===== config.mk =====
export PLATFORM = sky130hd
export DESIGN_NAME = priority_wait_counting_semaphore_top
export DESIGN_NICKNAME = d
export VERILOG_FILES = /design/src/rtl/pwcs_pkg.sv /design/src/rtl/pwcs_ctrl.sv /design/src/rtl/pwcs_dp.sv /design/src/rtl/priority_wait_counting_semaphore_top.sv
export SDC_FILE = /design/constraint.sdc
export NUM_CORES = 1
export LEC_CHECK = 0
export BUFFER_PORTS_ARGS = -buffer_cell sky130_fd_sc_hd__buf_4
export CAP_MARGIN = 10
export CORE_UTILIZATION = 44
export CTS_CLUSTER_DIAMETER = 120
export CTS_CLUSTER_SIZE = 14
export DETAILED_ROUTE_END_ITERATION = 10
export PLACE_DENSITY = 0.68
export SKIP_LAST_GASP = 1
export SYNTH_ARGS = -nofsm -noshare
export SYNTH_HDL_FRONTEND = slang
export SYNTH_HIERARCHICAL = 1
export SYNTH_SLANG_ARGS = --single-unit

===== constraint.sdc =====
create_clock -name clock -period 10.6 [get_ports clock]
set_input_delay 1.59 -clock clock [delete_from_list [all_inputs] [get_ports clock]]
set_output_delay 1.59 -clock clock [all_outputs]
set_load 0.02 [all_outputs]

===== src/rtl/pwcs_pkg.sv =====
`timescale 1ns / 1ps
`default_nettype none
// ---------------------------------------------------------------------------
// pwcs_pkg
// Shared sizes, status codes and types for the priority wait semaphore.
// ---------------------------------------------------------------------------
package pwcs_pkg;

   // Queue depth and field sizes
   localparam int unsigned WAIT_DEPTH    = 16;
   localparam int unsigned COUNT_MAX     = 65535;
   localparam int unsigned TASK_BITS     = 8;
   localparam int unsigned PRIORITY_BITS = 8;

   // Port widths
   localparam int unsigned TASK_W    = 8;
   localparam int unsigned PRIO_W    = 8;
   localparam int unsigned COUNT_W   = 16;
   localparam int unsigned STATUS_W  = 3;
   localparam int unsigned WAITERS_W = 5;

   // Derived sizes
   localparam int unsigned IDX_BITS  = (WAIT_DEPTH > 1) ? $clog2(WAIT_DEPTH) : 1;
   localparam int unsigned PAD_DEPTH = 1 << IDX_BITS;
   localparam int unsigned FILL_BITS = $clog2(WAIT_DEPTH + 1);

   // Result status codes
   localparam logic [STATUS_W-1:0] ST_TOOK      = 3'd0;
   localparam logic [STATUS_W-1:0] ST_BLOCKED   = 3'd1;
   localparam logic [STATUS_W-1:0] ST_COUNTED   = 3'd2;
   localparam logic [STATUS_W-1:0] ST_HANDOFF   = 3'd3;
   localparam logic [STATUS_W-1:0] ST_REJECTED  = 3'd4;
   localparam logic [STATUS_W-1:0] ST_FULL      = 3'd5;
   localparam logic [STATUS_W-1:0] ST_SATURATED = 3'd6;

   // Opcodes
   localparam logic OP_WAIT   = 1'b0;
   localparam logic OP_SIGNAL = 1'b1;

   // Controller to datapath commands
   typedef struct packed {
      logic capture;   // latch request and best waiter
      logic commit;    // apply operation, register result
   } cmd_type;

   // Node of the min-priority search tree
   typedef struct packed {
      logic                     valid;
      logic [PRIORITY_BITS-1:0] prio;
      logic [IDX_BITS-1:0]      idx;
   } node_type;

endpackage : pwcs_pkg
`default_nettype wire


===== src/rtl/pwcs_ctrl.sv =====
`timescale 1ns / 1ps
`default_nettype none
// ---------------------------------------------------------------------------
// pwcs_ctrl
// Two-state sequencer: accept a word, then commit it in the datapath.
// ---------------------------------------------------------------------------
module pwcs_ctrl (
   input  wire logic             clock,
   input  wire logic             reset,
   input  wire logic             start,
   output logic                  busy,
   output pwcs_pkg::cmd_type     cmd
);
   import pwcs_pkg::*;

   localparam logic S_IDLE   = 1'b0;
   localparam logic S_COMMIT = 1'b1;

   logic state_ff;
   logic state_in;

   always_comb begin
      cmd         = '0;
      state_in    = state_ff;
      case (state_ff)
         S_IDLE: begin
            if (start) begin
               cmd.capture = 1'b1;
               state_in    = S_COMMIT;
            end
         end
         S_COMMIT: begin
            cmd.commit = 1'b1;
            state_in   = S_IDLE;
         end
         default: state_in = S_IDLE;
      endcase
   end

   assign busy = (state_ff == S_COMMIT);

   always_ff @(posedge clock) begin
      if (reset) begin
         state_ff <= S_IDLE;
      end else begin
         state_ff <= state_in;
      end
   end

endmodule : pwcs_ctrl
`default_nettype wire


===== src/rtl/pwcs_dp.sv =====
`timescale 1ns / 1ps
`default_nettype none
// ---------------------------------------------------------------------------
// pwcs_dp
// Token counter, wait queue, min-priority search tree and result register.
// ---------------------------------------------------------------------------
module pwcs_dp (
   input  wire logic                            clock,
   input  wire logic                            reset,
   input  wire pwcs_pkg::cmd_type               cmd,
   input  wire logic                            req_opcode,
   input  wire logic [pwcs_pkg::TASK_W-1:0]     req_task_id,
   input  wire logic [pwcs_pkg::PRIO_W-1:0]     req_task_priority,
   input  wire logic                            req_from_isr,
   input  wire logic                            req_task_present,
   input  wire logic                            csr_we,
   input  wire logic [pwcs_pkg::COUNT_W-1:0]    csr_wdata,
   output logic                                 rsp_valid,
   output logic [pwcs_pkg::STATUS_W-1:0]        rsp_status,
   output logic                                 rsp_woken_valid,
   output logic [pwcs_pkg::TASK_W-1:0]          rsp_woken_task,
   output logic [pwcs_pkg::COUNT_W-1:0]         rsp_token_count,
   output logic [pwcs_pkg::WAITERS_W-1:0]       rsp_waiters
);
   import pwcs_pkg::*;

   // Semaphore state
   logic [COUNT_W-1:0]       tokens_ff, tokens_in;
   logic [FILL_BITS-1:0]     fill_ff, fill_in;
   logic [TASK_BITS-1:0]     q_task_ff [WAIT_DEPTH];
   logic [TASK_BITS-1:0]     q_task_in [WAIT_DEPTH];
   logic [PRIORITY_BITS-1:0] q_prio_ff [WAIT_DEPTH];
   logic [PRIORITY_BITS-1:0] q_prio_in [WAIT_DEPTH];

   // Latched request
   logic                     op_ff;
   logic [TASK_BITS-1:0]     tid_ff;
   logic [PRIORITY_BITS-1:0] prio_ff;
   logic                     reject_ff;
   logic [IDX_BITS-1:0]      best_ff;

   // Result register
   logic                     rv_ff;
   logic [STATUS_W-1:0]      status_ff, status_in;
   logic                     wv_ff, wv_in;
   logic [TASK_W-1:0]        wtask_ff, wtask_in;

   node_type                 tree [2*PAD_DEPTH];

   // Min search: heap-ordered tree, left child is the older entry so ties
   // keep the oldest waiter.
   always_comb begin
      tree[0] = '0;
      for (int i = 0; i < WAIT_DEPTH; i++) begin
         tree[PAD_DEPTH+i].valid = (i < int'(fill_ff));
         tree[PAD_DEPTH+i].prio  = q_prio_ff[i];
         tree[PAD_DEPTH+i].idx   = IDX_BITS'(i);
      end
      for (int i = WAIT_DEPTH; i < PAD_DEPTH; i++) begin
         tree[PAD_DEPTH+i] = '0;
      end
      for (int k = PAD_DEPTH - 1; k >= 1; k--) begin
         if (!tree[2*k].valid) begin
            tree[k] = tree[2*k+1];
         end else if (tree[2*k+1].valid && (tree[2*k+1].prio < tree[2*k].prio)) begin
            tree[k] = tree[2*k+1];
         end else begin
            tree[k] = tree[2*k];
         end
      end
   end

   // Operation decode and state update
   always_comb begin
      logic has_token;
      logic q_full;
      logic q_empty;
      logic cnt_max;
      logic do_block;
      logic do_handoff;

      has_token  = (tokens_ff != '0);
      q_full     = (int'(fill_ff) >= WAIT_DEPTH);
      q_empty    = (fill_ff == '0);
      cnt_max    = ({16'd0, tokens_ff} >= 32'(COUNT_MAX));
      do_block   = 1'b0;
      do_handoff = 1'b0;

      tokens_in = tokens_ff;
      fill_in   = fill_ff;
      status_in = status_ff;
      wv_in     = 1'b0;
      wtask_in  = '0;

      if (op_ff == OP_WAIT) begin
         if (reject_ff) begin
            status_in = ST_REJECTED;
         end else if (has_token) begin
            tokens_in = tokens_ff - 1'b1;
            status_in = ST_TOOK;
         end else if (!q_full) begin
            do_block  = 1'b1;
            fill_in   = fill_ff + 1'b1;
            status_in = ST_BLOCKED;
         end else begin
            status_in = ST_FULL;
         end
      end else begin
         if (!q_empty) begin
            do_handoff = 1'b1;
            wv_in      = 1'b1;
            wtask_in   = TASK_W'(q_task_ff[best_ff]);
            fill_in    = fill_ff - 1'b1;
            status_in  = ST_HANDOFF;
         end else if (!cnt_max) begin
            tokens_in = tokens_ff + 1'b1;
            status_in = ST_COUNTED;
         end else begin
            status_in = ST_SATURATED;
         end
      end

      // Queue: append at fill, or close up behind the removed waiter
      for (int i = 0; i < WAIT_DEPTH; i++) begin
         q_task_in[i] = q_task_ff[i];
         q_prio_in[i] = q_prio_ff[i];
         if (do_block && (IDX_BITS'(i) == fill_ff[IDX_BITS-1:0])) begin
            q_task_in[i] = tid_ff;
            q_prio_in[i] = prio_ff;
         end else if (do_handoff && (i < WAIT_DEPTH - 1) && (IDX_BITS'(i) >= best_ff)) begin
            q_task_in[i] = q_task_ff[(i + 1) % WAIT_DEPTH];
            q_prio_in[i] = q_prio_ff[(i + 1) % WAIT_DEPTH];
         end
      end
   end

   // Control state
   always_ff @(posedge clock) begin
      if (reset) begin
         tokens_ff <= '0;
         fill_ff   <= '0;
         rv_ff     <= 1'b0;
      end else begin
         rv_ff <= cmd.commit;
         if (csr_we) begin
            tokens_ff <= ({16'd0, csr_wdata} > 32'(COUNT_MAX)) ? COUNT_W'(COUNT_MAX)
                                                               : csr_wdata;
            fill_ff   <= '0;
         end else if (cmd.commit) begin
            tokens_ff <= tokens_in;
            fill_ff   <= fill_in;
         end
      end
   end

   // Payload registers
   always_ff @(posedge clock) begin
      if (cmd.capture) begin
         op_ff     <= req_opcode;
         tid_ff    <= req_task_id[TASK_BITS-1:0];
         prio_ff   <= req_task_priority[PRIORITY_BITS-1:0];
         reject_ff <= req_from_isr || !req_task_present;
         best_ff   <= tree[1].idx;
      end
      if (cmd.commit) begin
         status_ff <= status_in;
         wv_ff     <= wv_in;
         wtask_ff  <= wtask_in;
         for (int i = 0; i < WAIT_DEPTH; i++) begin
            q_task_ff[i] <= q_task_in[i];
            q_prio_ff[i] <= q_prio_in[i];
         end
      end
   end

   assign rsp_valid       = rv_ff;
   assign rsp_status      = status_ff;
   assign rsp_woken_valid = wv_ff;
   assign rsp_woken_task  = wtask_ff;
   assign rsp_token_count = tokens_ff;
   assign rsp_waiters     = WAITERS_W'(fill_ff);

endmodule : pwcs_dp
`default_nettype wire


===== src/rtl/priority_wait_counting_semaphore_top.sv =====
`timescale 1ns / 1ps
`default_nettype none
// ---------------------------------------------------------------------------
// priority_wait_counting_semaphore_top
// Counting semaphore with a 16-entry wait queue served in priority order.
// ---------------------------------------------------------------------------
//
//  Channel   Handshake            Word
//  -------   ------------------   ------------------------------------------
//  request   start / busy         opcode, task id, priority, isr, present
//  response  rsp_valid (strobe)   status, woken task, token count, waiters
//  csr       csr_we               initial_count (16 bits)
//
//  A word is taken at an edge with start high and busy low. busy then
//  stays high for one cycle while the word is committed; the response
//  strobe follows in the next cycle, the same cycle in which the next word
//  may be taken. No word is accepted while one is in flight: the
//  min-priority search (taken at accept), then the queue update (commit
//  cycle). Reset is synchronous: token count 0, queue empty. A csr write
//  reloads the count (capped at the maximum) and empties the queue. The
//  response side cannot stall; each response shows for exactly one cycle.
//
module priority_wait_counting_semaphore_top (
   input  wire logic                            clock,
   input  wire logic                            reset,
   // request
   input  wire logic                            start,
   output logic                                 busy,
   input  wire logic                            req_opcode,
   input  wire logic [pwcs_pkg::TASK_W-1:0]     req_task_id,
   input  wire logic [pwcs_pkg::PRIO_W-1:0]     req_task_priority,
   input  wire logic                            req_from_isr,
   input  wire logic                            req_task_present,
   // response
   output logic                                 rsp_valid,
   output logic [pwcs_pkg::STATUS_W-1:0]        rsp_status,
   output logic                                 rsp_woken_valid,
   output logic [pwcs_pkg::TASK_W-1:0]          rsp_woken_task,
   output logic [pwcs_pkg::COUNT_W-1:0]         rsp_token_count,
   output logic [pwcs_pkg::WAITERS_W-1:0]       rsp_waiters,
   // configuration
   input  wire logic                            csr_we,
   input  wire logic [pwcs_pkg::COUNT_W-1:0]    csr_wdata
);
   import pwcs_pkg::*;

   cmd_type cmd;

   // Sequencer: capture on accept, commit on the following cycle
   pwcs_ctrl u_ctrl (
      .clock (clock),
      .reset (reset),
      .start (start),
      .busy  (busy),
      .cmd   (cmd)
   );

   // Count, queue, search tree and response register
   pwcs_dp u_dp (
      .clock             (clock),
      .reset             (reset),
      .cmd               (cmd),
      .req_opcode        (req_opcode),
      .req_task_id       (req_task_id),
      .req_task_priority (req_task_priority),
      .req_from_isr      (req_from_isr),
      .req_task_present  (req_task_present),
      .csr_we            (csr_we),
      .csr_wdata         (csr_wdata),
      .rsp_valid         (rsp_valid),
      .rsp_status        (rsp_status),
      .rsp_woken_valid   (rsp_woken_valid),
      .rsp_woken_task    (rsp_woken_task),
      .rsp_token_count   (rsp_token_count),
      .rsp_waiters       (rsp_waiters)
   );

endmodule : priority_wait_counting_semaphore_top
`default_nettype wire


Word level (Yosys, flattened, before mapping) --
Memories as Yosys holds them, arrays and structs flattened. A register that Yosys moved wholly into a read port is not among the register bits. Cells that the tools add are included.
Storage, ports and cells: RAM bits 256, ROM bits 0, output and inout bits 35, bits in latches 0, memories 2, bits of input ports 39, word-level logic and storage cells 270, flip-flop bits (word level) 49
Memories:
- u_dp.q_prio_ff | words 16, width 8, rd ports 16, clocked after Yosys merged registers in 0, write ports 16, line pwcs_dp.sv:32 | logic [PRIORITY_BITS-1:0] q_prio_ff [WAIT_DEPTH];
- u_dp.q_task_ff | words 16, width 8, rd ports 16, clocked after Yosys merged registers in 1, write ports 16, line pwcs_dp.sv:30 | logic [TASK_BITS-1:0] q_task_ff [WAIT_DEPTH];
Operators by class: muxes and demuxes 122, order comparisons 48, reduce and logical (&&, ||, !) cells 58, bitwise operators 2, $add $sub $neg 4, shift-type cells 0, $mul 0, equal/unequal tests 23, div/mod/pow operators 0
Operators with widths (count):
- 8-bit two-way mux | 62
- 13-bit two-way mux | 28
- 8-bit < comparator | 15
- 16-bit two-way mux | 7
- 1-bit logical AND | 46
- 4-bit by 5-bit < comparator with 1-bit output, first input constant | 8
- 4-bit == test, first input constant | 8
- 4-bit >= comparator, first input constant | 7
- 5-bit two-way mux | 5
- 3-bit by 5-bit < comparator with 1-bit output, first input constant | 4
- 3-bit two-way mux | 6
- 16-bit by 1-bit adder with 16-bit output, second input constant | 1
- 3-bit by 4-bit == test with 1-bit output, first input constant | 4
- 16-bit >= comparator, second input constant | 1
- 3-bit by 4-bit >= comparator with 1-bit output, first input constant | 4
- 16-bit nonzero test | 1
- 16-bit by 1-bit subtractor with 16-bit output, second input constant | 1
- 1-bit two-way mux | 11
- 1-bit by 5-bit < comparator with 1-bit output, first input constant | 2
- 2-bit by 5-bit < comparator with 1-bit output, first input constant | 2
- 5-bit AND reduction | 2
- 2-bit by 4-bit == test with 1-bit output, first input constant | 2
- 1-bit by 4-bit >= comparator with 1-bit output, first input constant | 2
- 2-bit by 4-bit >= comparator with 1-bit output, first input constant | 2
- 19 further kinds | 26

Logic depth before layout (Yosys ltp) --
Gate-level depths: netlist of run 1. An unclocked memory read counts as a cell.
word-level depth 17, mapped depth 41, gate-level depth less buffers 37

Hierarchy --
Netlist of run 1, hierarchy kept.
By module, submodules not included:
- pwcs_dp | instances 1, sequential area each 9148.8 um^2, area each 19313.5 um^2, cells each 1583
- pwcs_ctrl | instances 1, sequential area each 20.0 um^2, area each 53.8 um^2, cells each 5

Worst setup path after synthesis of run 1 --
OpenSTA, ideal clock, no wires.
kind reg-to-reg, start memory u_dp.q_prio_ff[11][2] (netlist: u_dp/q_prio_ff[1][26]), end register u_dp.best_ff[2] (data pin), period minus slack after synthesis 7665 ps, path slack 2935 ps, cell stages (with the launch flop) 38, library setup time 260 ps, buffers on the path 3, data required time 10340 ps, data arrival time 7405 ps, path through edfxtp_1 > ha_1 > a21o_1 > a31oi_1 > o21ai_0 > nand2_1 > a21oi_1 > mux2i_1 > inv_1 > ha_1 > a21o_1 > a211o_1 > a2111oi_2 > a21oi_2 > buf_2 > o21ai_0 > ha_1 > a21oi_1 > [... 2 more ...] > a2111o_1 > or3_1 > o21ai_1 > a21oi_1 > nor3_1 > or2_1 > buf_4 > buf_6 > nand2_1 > o21ai_1 > ha_1 > nand3_1 > nor2_1 > a221oi_1 > o211ai_1 > nand2_1 > o211ai_2 > mux2_4
RTL lines:
- from (decl) | line pwcs_dp.sv:32
- to (signal assigned) | line pwcs_dp.sv:163 | best_ff <= tree[1].idx;
- to (decl) | line pwcs_dp.sv:40 | logic [IDX_BITS-1:0] best_ff;

==> results.txt, run 1 <==
Status - finished, final reports clean
Post-CTS Hold Fix Bufs - 0
Syn avg cell area - 12.2 sq um
Kind of critical path - register to register
Final nets - 1795
CP max stage cell - a21oi_1
Site Rows - 76
Static Leak - 7.89 nW
GRT Overall Usage - 21.9%
Die area - 44900 sq um
CP Data Arrival Time - 9260 ps
Hold Fails Final Rpt - 0
Setup bufs post-CTS - 0
Final wirelength - 48.6 mm
Max-cap check violation count - 0
Bufs and invs on worst path - 1
Drt first pass iters - 5
Multiplexer area fraction after synthesis - 21.7%
First-pass GRT wire length - 75.9 mm
Worst path required time - 10930 ps
Post-synth cell types - 85
# DRC - 0
Setup Skew - 23.1 ps
Maximum fanout along the worst path - 16
Final min period - 8920 ps
Instance count on the critical path - 33
Final Cell Area - 21200 sq um
Final setup TNS - 0 ps
Period Utilization, post-route - 84.2%
Mapped cell area - 19400 sq um
RSZ-0062 raised after global routing - no
Placer Congestion - 0.894
Placed wire-length estimate - 34.8 mm
Clock sinks - 313
Post-synthesis simple-gate area fraction - 7.77%
Final ANT Viol Nets - 0
Yosys warns - 6
Slew @ Worst Pin - 1130 ps
Initial antenna violation count - 0
Final number of setup-violating endpoints - 0
Maximum clock rate - 112 MHz
Initial DRC count - 1104
Crit path launch type - register
CTS tree - done
Slew headroom - 24.2%
Die Width - 212 um
CTS Buf Count - 26
Routed vias - 13000
CP Capture Type - register
Reg2Reg Depth - 33
Synth Area in XOR/XNOR - 0.769%
WL/cell - 21.8 um
GRT overflow - 0
Clock Pin Slew Worst Setup and Hold Paths - 80 ps
Ys async rst share - 0%
Largest family of logic cells by synthesized area - multiplexers
Hold Crit Class - register to register
I/O pin count - 74
Max clock buf depth - 3
Vias per Instance - 5.85
Die H - 212 um
Largest net degree at the start of global routing - 41
Layout fillers - 3764
Crit path max-delay family - compound AO/OA/AOI/OAI gates
Synth Area in Compound Gates - 10.5%
Crit path largest cell delay - 710 ps
Dpl cell area - 20500 sq um
Post-synthesis sequential area ratio - 47.3%
Seq cells post-synth - 313
Syn-to-layout area delta - 9.46%
# port buffers - 73
Mapped Nets - 1748
Hold Path Cell Cnt - 1
H-tree depth - 1
Pins Over Slew Limit - 0
Main synth FF type - edfxtp_1
Antenna cells - 0
Placeable Area - 43300 sq um
Mapped Cells - 1588
Worst VDD drop - 131 uV
Post-synth EDFFs - 290
Pwr Density - 111 nW/um^2
Share of layout cells above drive strength 1 - 27.2%
Clk Tree Root Cell - clkbuf_16
Synthesized-area fraction occupied by adder cells - 7.91%
Worst-Skew Late Latency - 580 ps
Vias in the first global route - 12900
Most frequent cell on the critical path - ha_1
Initial Util - 44.8%
PostCTS Resize Cnt - 0
-- cell type report --
| class | count | area, sq um | share of cell area (%) |
|---|---|---|---|
| multi-input cells | 1089 | 9440 | 44.5 |
| flip-flops and latches | 313 | 9170 | 43.2 |
| repair buffers | 102 | 766 | 3.61 |
| well taps | 585 | 732 | 3.45 |
| clock buffers | 34 | 681 | 3.21 |
| inverters | 103 | 387 | 1.82 |
| clock inverters | 2 | 27.5 | 0.130 |
-- synthesized netlist by cell type, types with 19 or more instances --
library cell	number	area share (%)
clkbuf_1	60	1.2
mux2_2	243	14
edfxtp_1	290	45
mux4_2	40	4.7
nand3_1	28	0.72
inv_1	102	2.0
nand4_1	19	0.61
nand2_1	76	1.5
a21oi_1	81	2.1
a21o_1	21	0.81
mux2i_1	54	2.8
ha_1	120	7.8
o21ai_0	72	1.9
nor2_1	86	1.7
dfxtp_1	23	2.4
-- power breakdown --
part / internal [mW] / switching (mW)
clock network: 0.448 / 0.443
registers: 1.34 / 0.0290
logic: 0.0459 / 0.0536
-- sequential cells by signal (all words and copies together) (netlist names) --
signal and flops:
u_dp/rsp_valid 1, u_dp/q_task_ff 128, u_dp/reject_ff 1, u_dp/rsp_token_count 16
u_dp/prio_ff 8, u_dp/q_prio_ff 128, u_dp/op_ff 1, u_ctrl/busy 1
u_dp/rsp_woken_task 8, u_dp/best_ff 4, u_dp/tid_ff 8, u_dp/rsp_waiters 5
u_dp/rsp_woken_valid 1, u_dp/rsp_status 3
-- stage by stage --
step	total power, mW	hold WS, ps	worst slack (ps)	cells	utilization, %
floorplan	1.45	465	2940	1588	-
global placement	1.50	547	1980	2192	47.4
detailed placement	1.50	554	1720	2192	47.4
CTS	2.39	556	1750	2228	49.0
global route	2.44	584	1010	2228	49.0
finish	2.36	567	1680	2228	49.0
-- routing by layer --
| metal | up-vias | global-route usage [%] | wire length (um) |
|---|---|---|---|
| met1 | 6505 | 31.0 | 22300 |
| met4 | 0 | 5.95 | 954 |
| met5 | - | 0 | 0 |
| met3 | 53 | 1.93 | 2330 |
| li1 | 6141 | - | - |
| met2 | 333 | 35.9 | 23100 |
-- cell usage in the layout, fill, tap and decap left out, drive strengths merged, types with 5 or more instances in the layout --
master | Yosys | final
a21o | 22 | 22
clkbuf | 61 | 34
o31a | 9 | 9
a31oi | 6 | 6
or3 | 11 | 11
nor3 | 14 | 14
a211oi | 14 | 14
edfxtp | 290 | 290
nand3 | 28 | 28
and3 | 6 | 6
a21oi | 83 | 83
nor2b | 12 | 12
and4 | 5 | 5
or2 | 5 | 5
a2111oi | 10 | 10
buf | 22 | 102
mux2i | 54 | 54
o21a | 11 | 11
ha | 120 | 120
o21ai | 86 | 86
nand4 | 19 | 19
nor2 | 86 | 86
nand2b | 11 | 11
dfxtp | 23 | 23
mux2 | 245 | 245
xnor2 | 11 | 11
a21boi | 15 | 15
xor2 | 6 | 6
o211ai | 9 | 9
inv | 103 | 104
nand2 | 78 | 78
mux4 | 40 | 40
and2 | 15 | 15
a211o | 9 | 9
-- cell families after synthesis --
logic type / Yosys count
adders and majority gates: 122
xor gates and xnor gates: 17
buffers and inverters: 186
muxes: 339
DFF: 313
and+or+nand+nor: 304
AOI/OAI and AO/OA: 307
-- final timing paths --
kind	from	end	slack, ps
min	u_dp/q_task_ff[6][0]$_DFFE_PP_	u_dp/q_task_ff[5][0]$_DFFE_PP_	570
max reg2reg	u_dp/q_prio_ff[1][26]$_DFFE_PP_	u_dp/best_ff[2]$_DFFE_PP_	1680
max	u_dp/q_prio_ff[1][26]$_DFFE_PP_	u_dp/best_ff[2]$_DFFE_PP_	1680
min reg2reg	u_dp/q_task_ff[6][0]$_DFFE_PP_	u_dp/q_task_ff[5][0]$_DFFE_PP_	570
(Power assumes the default switching activity.)
==> run 2, diff against run 1 <==
Settings changed: PLACE_DENSITY 0.68 to 0.7.
Clock period 10.6 ns to 7.45 ns, I/O delays scaled along.
==> results.txt, run 2 (synthesis results as in run 1) <==
Status - finished, final reports clean
Max clock buf depth - 3 (unchanged)
Clock Pin Slew Worst Setup and Hold Paths - 80 ps (about the same)
H-tree depth - 1 (unchanged)
Hold Slack - 493 ps (-74.4 ps)
Worst r2r dst - u_dp/best_ff[2]$_DFFE_PP_
CP Capture Type - register
Reg2Reg Depth - 32 (-3.0%)
Util after Layout - 51.0% (+2.0 points)
Die area - 44900 sq um (unchanged)
Hold Path Cell Cnt - 0 (-1)
Clock sinks - 313 (unchanged)
Worst Slack Setup Final - 272 ps (-1400 ps)
Placer Congestion - 0.932 (+4.3%)
Final number of setup-violating endpoints - 0 (unchanged)
Die Width - 212 um (unchanged)
Setup Skew - 22.6 ps (-0.521 ps)
Inst Count DP - 2261 (+3.1%)
CTS Buf Count - 26 (unchanged)
Non-filler instance count after layout - 2308 (+3.6%)
Post-place setup slack - -278 ps (-2000 ps)
Worst VDD drop - 182 uV (+38%)
Setup slack, reg-to-reg - 270 ps (-1400 ps)
Vias in the first global route - 13300 (+3.3%)
Post-CTS Hold Fix Bufs - 0 (unchanged)
Worst-Skew Late Latency - 570 ps (about the same)
Die H - 212 um (unchanged)
Worst path required time - 7770 ps (-3160 ps)
WL/cell - 21.8 um (-0.12%)
Most common cell after layout, fill and taps aside - edfxtp_1
Placed wire-length estimate - 36.1 mm (+3.7%)
Max-cap check violation count - 0 (unchanged)
GRT Overall Usage - 22.2% (+0.30 points)
Initial DRC count - 1165 (+5.5%)
Largest net degree at the start of global routing - 41 (unchanged)
Initial antenna violation count - 0 (unchanged)
Crit path largest cell delay - 410 ps (-300 ps)
Worst r2r src - u_dp/q_prio_ff[1][45]$_DFFE_PP_
Crit path launch type - register
Slew headroom - 18.5% (-5.7 points)
Antenna cells - 0 (unchanged)
Hold Fails Final Rpt - 0 (unchanged)
Syn-to-layout area delta - 14.0%
Period Utilization, post-route - 96.3% (+12 points)
Final ANT Viol Nets - 0 (unchanged)
Drt first pass iters - 6 (+1)
Maximum fanout along the worst path - 8 (-8)
CP max stage cell - edfxtp_1
Hold_sp - u_ctrl/busy$_SDFF_PP0_
Final wirelength - 50.3 mm (+3.5%)
Clk Tree Root Cell - clkbuf_16
Commonest non-fill, non-tap cells in the layout - edfxtp_1, mux2_2, buf_4, ha_1, inv_1
Static Leak - 8.35 nW (+5.8%)
Final nets - 1875 (+4.5%)
Pins Over Slew Limit - 0 (unchanged)
Pwr Density - 152 nW/um^2 (+37%)
Most frequent cell on the critical path - ha_1
Site Rows - 76 (unchanged)
Slew @ Worst Pin - 1220 ps (+85.5 ps)
First-pass GRT wire length - 76.8 mm (+1.2%)
Placeable Area - 43300 sq um (unchanged)
I/O pin count - 74 (unchanged)
Initial Util - 44.8% (unchanged)
Kind of critical path - register to register
CTS tree - done
GRT overflow - 0 (unchanged)
Hold EP - u_dp/rsp_status[2]$_DFFE_PP_
Layout fillers - 3667 (-2.6%)
RSZ-0062 raised after global routing - yes
# DRC - 0 (unchanged)
Final min period - 7180 ps (-1750 ps)
Share of layout cells above drive strength 1 - 32.6% (+5.4 points)
Maximum clock rate - 139 MHz (+24%)
Hold Crit Class - register to register
Vias per Instance - 5.89 (+0.69%)
Routed vias - 13600 (+4.3%)
CP Data Arrival Time - 7500 ps (-1760 ps)
# port buffers - 73 (unchanged)
==> run 2: changes by cell type in the layout (fill, tap and decap cells not counted), sizes merged <==
cell | before | now
clkbuf | 34 | 35
a211o | 9 | 10
buf | 102 | 180
==> run 2: metrics by stage <==
stage          TNS, ps  instance area [sq um]  power (mW)
6_report             0                  22100        3.36
5_1_grt           -184                  22100        3.45
4_1_cts              0                  21800        3.39
3_5_place_dp      -864                  21000        2.13
3_3_place_gp      -360                  21000        2.13
2_1_floorplan        0                  19400        2.06
==> run 2: repair_timing <==
item                       CTS  global route
pin swaps                    1            18
gates cloned                 0             2
setup endpoints to repair    4             4
gates resized for setup      8            42
setup buffers                0             9
==> run 2: cell type report <==
cell class              count  area [sq um]  area share [%]
repair buffers            181          1410            6.38
clock buffers              34           681            3.08
inverters                 103           387            1.75
multi-input cells        1090          9680            43.8
clock inverters             2          27.5           0.125
flip-flops and latches    313          9170            41.5
well taps                 585           732            3.31
==> run 2: worst max-delay path by stage <==
stage | endpoint | startpoint | cells after the start | slack (ps)
global route | u_dp/best_ff[1]$_DFFE_PP_ | u_dp/q_prio_ff[1][13]$_DFFE_PP_ | 37 | -70
global placement | u_dp/best_ff[2]$_DFFE_PP_ | u_dp/q_prio_ff[1][26]$_DFFE_PP_ | 36 | -140
finish | u_dp/best_ff[2]$_DFFE_PP_ | u_dp/q_prio_ff[1][45]$_DFFE_PP_ | 32 | 270
floorplan | u_dp/best_ff[2]$_DFFE_PP_ | u_dp/q_prio_ff[1][13]$_DFFE_PP_ | 38 | 70
detailed placement | u_dp/best_ff[2]$_DFFE_PP_ | u_dp/q_prio_ff[1][47]$_DFFE_PP_ | 32 | -280
CTS | u_dp/best_ff[2]$_DFFE_PP_ | u_dp/q_prio_ff[1][10]$_DFFE_PP_ | 39 | 30
==> run 2: power by group <==
part,leakage (nW),switching [mW],total [mW],internal (mW)
Clock,0.343,0.627,1.26,0.637
Sequential,2.80,0.0433,1.95,1.91
Combinational,5.21,0.0759,0.142,0.0657
==> run 2: worst max-delay path, delay by kind of cell, from the launching register on <==
kind	cells	cell delay (ps)
compound gates	15	2750
fa+ha+maj	4	1270
buf+inv	2	280
flops	1	410
mux	2	480
simple gates	9	1730
==> run 2: metal layers <==
metal,wire length (um),global-route usage [%],part of all wire (%),vias up
li1,-,-,-,6316
met5,0,0,0,-
met3,2600,2.02,5.2,89
met1,22000,29.9,44,6760
met4,1350,6.40,2.7,0
met2,24400,37.9,48,428
==> run 3, diff against run 2 <==
Settings changed: ABC_AREA set to 1, PLACE_DENSITY 0.7 to 0.72.
==> results.txt, run 3 <==
Inst Count DP - 2810 (+24%)
Post-synth top cells - nand2_1, o21ai_0, edfxtp_1
RSZ-0062 raised after global routing - no
CP Capture Type - register
Synth area leaders - edfxtp_1, nand2_1, o21ai_0
Mapped cell area - 19000 sq um (-2.1%)
Final wirelength - 53.9 mm (+7.2%)
First-pass GRT wire length - 83.8 mm (+9.1%)
Dpl cell area - 20000 sq um (-5.0%)
Clk Tree Root Cell - clkbuf_16
CTS Buf Count - 26 (unchanged)
Initial Util - 44.9% (+0.13 points)
Hold Fails Final Rpt - 0 (unchanged)
H-tree depth - 1 (unchanged)
Die H - 210 um (-1.1%)
Post-CTS Hold Fix Bufs - 0 (unchanged)
Final setup TNS - 0 ps (unchanged)
Main synth FF type - edfxtp_1
Routed vias - 16200 (+19%)
Syn-to-layout area delta - 9.54%
Most common cell after layout, fill and taps aside - nand2_1
CTS tree - done
Worst-Skew Late Latency - 580 ps (about the same)
Die area - 43900 sq um (-2.1%)
Share of layout cells above drive strength 1 - 7.59% (-25 points)
Post-synth EDFFs - 290 (unchanged)
CP Data Arrival Time - 6870 ps (-630 ps)
Initial antenna violation count - 0 (unchanged)
Antenna cells - 0 (unchanged)
Clock sinks - 313 (unchanged)
WL/cell - 18.9 um (-13%)
Post-synth cell types - 49 (-42%)
Clock Pin Slew Worst Setup and Hold Paths - 70 ps (about the same)
Initial DRC count - 1697 (+46%)
Vias in the first global route - 15200 (+14%)
Site Rows - 75 (-1.3%)
Mapped Nets - 2438 (+39%)
Post-synthesis sequential area ratio - 48.4% (+1.0 points)
Hold Path Cell Cnt - 2 (+2)
I/O pin count - 74 (unchanged)
Yosys warns - 6 (unchanged)
Static Leak - 9.33 nW (+12%)
Reg2Reg Depth - 34 (+6.3%)
Largest net degree at the start of global routing - 77 (+88%)
# DRC - 0 (unchanged)
Pins Over Slew Limit - 0 (unchanged)
Max-cap check violation count - 0 (unchanged)
Crit path largest cell delay - 550 ps (+140 ps)
Max clock buf depth - 3 (unchanged)
Seq cells post-synth - 313 (unchanged)
Status - finished, final reports clean
Placed wire-length estimate - 38.4 mm (+6.4%)
Vias per Instance - 5.66 (-3.9%)
Final ANT Viol Nets - 0 (unchanged)
Worst path required time - 7780 ps (about the same)
Slew @ Worst Pin - 1140 ps (-76.3 ps)
Slew headroom - 23.8% (+5.2 points)
Cell accounting for the most synthesized area - edfxtp_1
Crit path launch type - register
Reg area - 9170 sq um (unchanged)
GRT Overall Usage - 24.3% (+2.1 points)
Mapped Cells - 2278 (+43%)
Period Utilization, post-route - 87.8% (-8.6 points)
GRT overflow - 0 (unchanged)
Final Cell Area - 20800 sq um (-6.0%)
Layout fillers - 3964 (+8.1%)
CP max stage cell - dfxtp_1
Setup bufs post-CTS - 0 (unchanged)
Most common cell in the netlist - nand2_1
Worst VDD drop - 162 uV (-11%)
Maximum clock rate - 153 MHz (+9.8%)
Placeable Area - 42200 sq um (-2.4%)
Placer Congestion - 0.964 (+3.4%)
Share of the synthesized area in the top cell type - 45.9% (+0.97 points)
Most frequent cell on the critical path - nand2_1
Final min period - 6540 ps (-640 ps)
Maximum fanout along the worst path - 15 (+7)
Die Width - 210 um (-1.1%)
Ys async rst share - 0% (unchanged)
Final number of setup-violating endpoints - 0 (unchanged)
Kind of critical path - register to register
Drt first pass iters - 6 (unchanged)
Syn avg cell area - 8.32 sq um (-32%)
Commonest non-fill, non-tap cells in the layout - nand2_1, o21ai_0, edfxtp_1, inv_1, ha_1
PostCTS Resize Cnt - 0 (-8)
Non-filler instance count after layout - 2858 (+24%)
# port buffers - 73 (unchanged)
Setup Skew - 22.5 ps (-0.142 ps)
Final nets - 2459 (+31%)
Hold Crit Class - register to register
Pwr Density - 164 nW/um^2 (+7.7%)
Multi-input gate area - 8300 sq um (-14%)
## run 3: metrics by stage
step	util (%)	total power [mW]	worst slack (ps)	hold WS [ps]
2_1_floorplan	-	2.05	1800	424
3_3_place_gp	47.4	2.12	1250	522
3_5_place_dp	47.4	2.12	1030	536
4_1_cts	49.2	3.42	973	548
5_1_grt	49.2	3.50	261	568
6_report	49.2	3.40	912	545
## run 3: cells by family (layout without fill, tap and decap cells)
kind of cell | Yosys count | count (layout) | synth area share, %
AOI/OAI and AO/OA | 565 | 565 | 15.8
xor gates and xnor gates | 9 | 9 | 0.416
adders and majority gates | 121 | 121 | 8.03
buffers and inverters | 392 | 433 | 7.87
DFF | 313 | 313 | 48.4
muxes | 15 | 15 | 0.792
and+or+nand+nor | 863 | 863 | 18.7
## run 3: metal layers
metal  vias up  part of all wire, %  GRT usage, %
met5         -                    0             0
met4         0                  4.2          9.24
met3       132                  7.5          3.07
met2       684                   47          40.6
met1      7627                   42          32.2
li1       7738                    -             -
## run 3: where the power goes
group | total, mW | leakage (nW) | switching (mW) | internal [mW]
registers | 1.94 | 2.81 | 0.0261 | 1.91
logic | 0.146 | 6.16 | 0.0941 | 0.0520
clock network | 1.32 | 0.361 | 0.657 | 0.665
total | 3.40 | 9.33 | 0.777 | 2.63
## run 3: area by class of cell
| cell class | instances | area share, % |
|---|---|---|
| Sequential cell | 313 | 44.2 |
| Tap cell | 539 | 3.25 |
| Inverter | 277 | 5.02 |
| Clock inverter | 2 | 0.199 |
| Timing Repair Buffer | 108 | 3.90 |
| Multi-Input combinational cell | 1573 | 40.0 |
| Clock buffer | 46 | 3.49 |
## run 3: critical path: cells and delay by family (launching register included)
family | cells | cell delay [ps]
AOI/OAI and AO/OA | 9 | 1900
adders and majority gates | 4 | 1280
buffers and inverters | 4 | 590
DFF | 1 | 550
and+or+nand+nor | 17 | 1970
## run 3: path summary, 6_finish.rpt
check                                            start                                   end  slack (ps)
setup / recovery      u_dp/rsp_waiters[1]$_SDFFE_PP0P_             u_dp/best_ff[1]$_DFFE_PP_         910
hold / removal    u_dp/rsp_token_count[2]$_SDFFE_PP0P_  u_dp/rsp_token_count[2]$_SDFFE_PP0P_         550
setup reg to reg      u_dp/rsp_waiters[1]$_SDFFE_PP0P_             u_dp/best_ff[1]$_DFFE_PP_         910
hold reg to reg   u_dp/rsp_token_count[2]$_SDFFE_PP0P_  u_dp/rsp_token_count[2]$_SDFFE_PP0P_         550
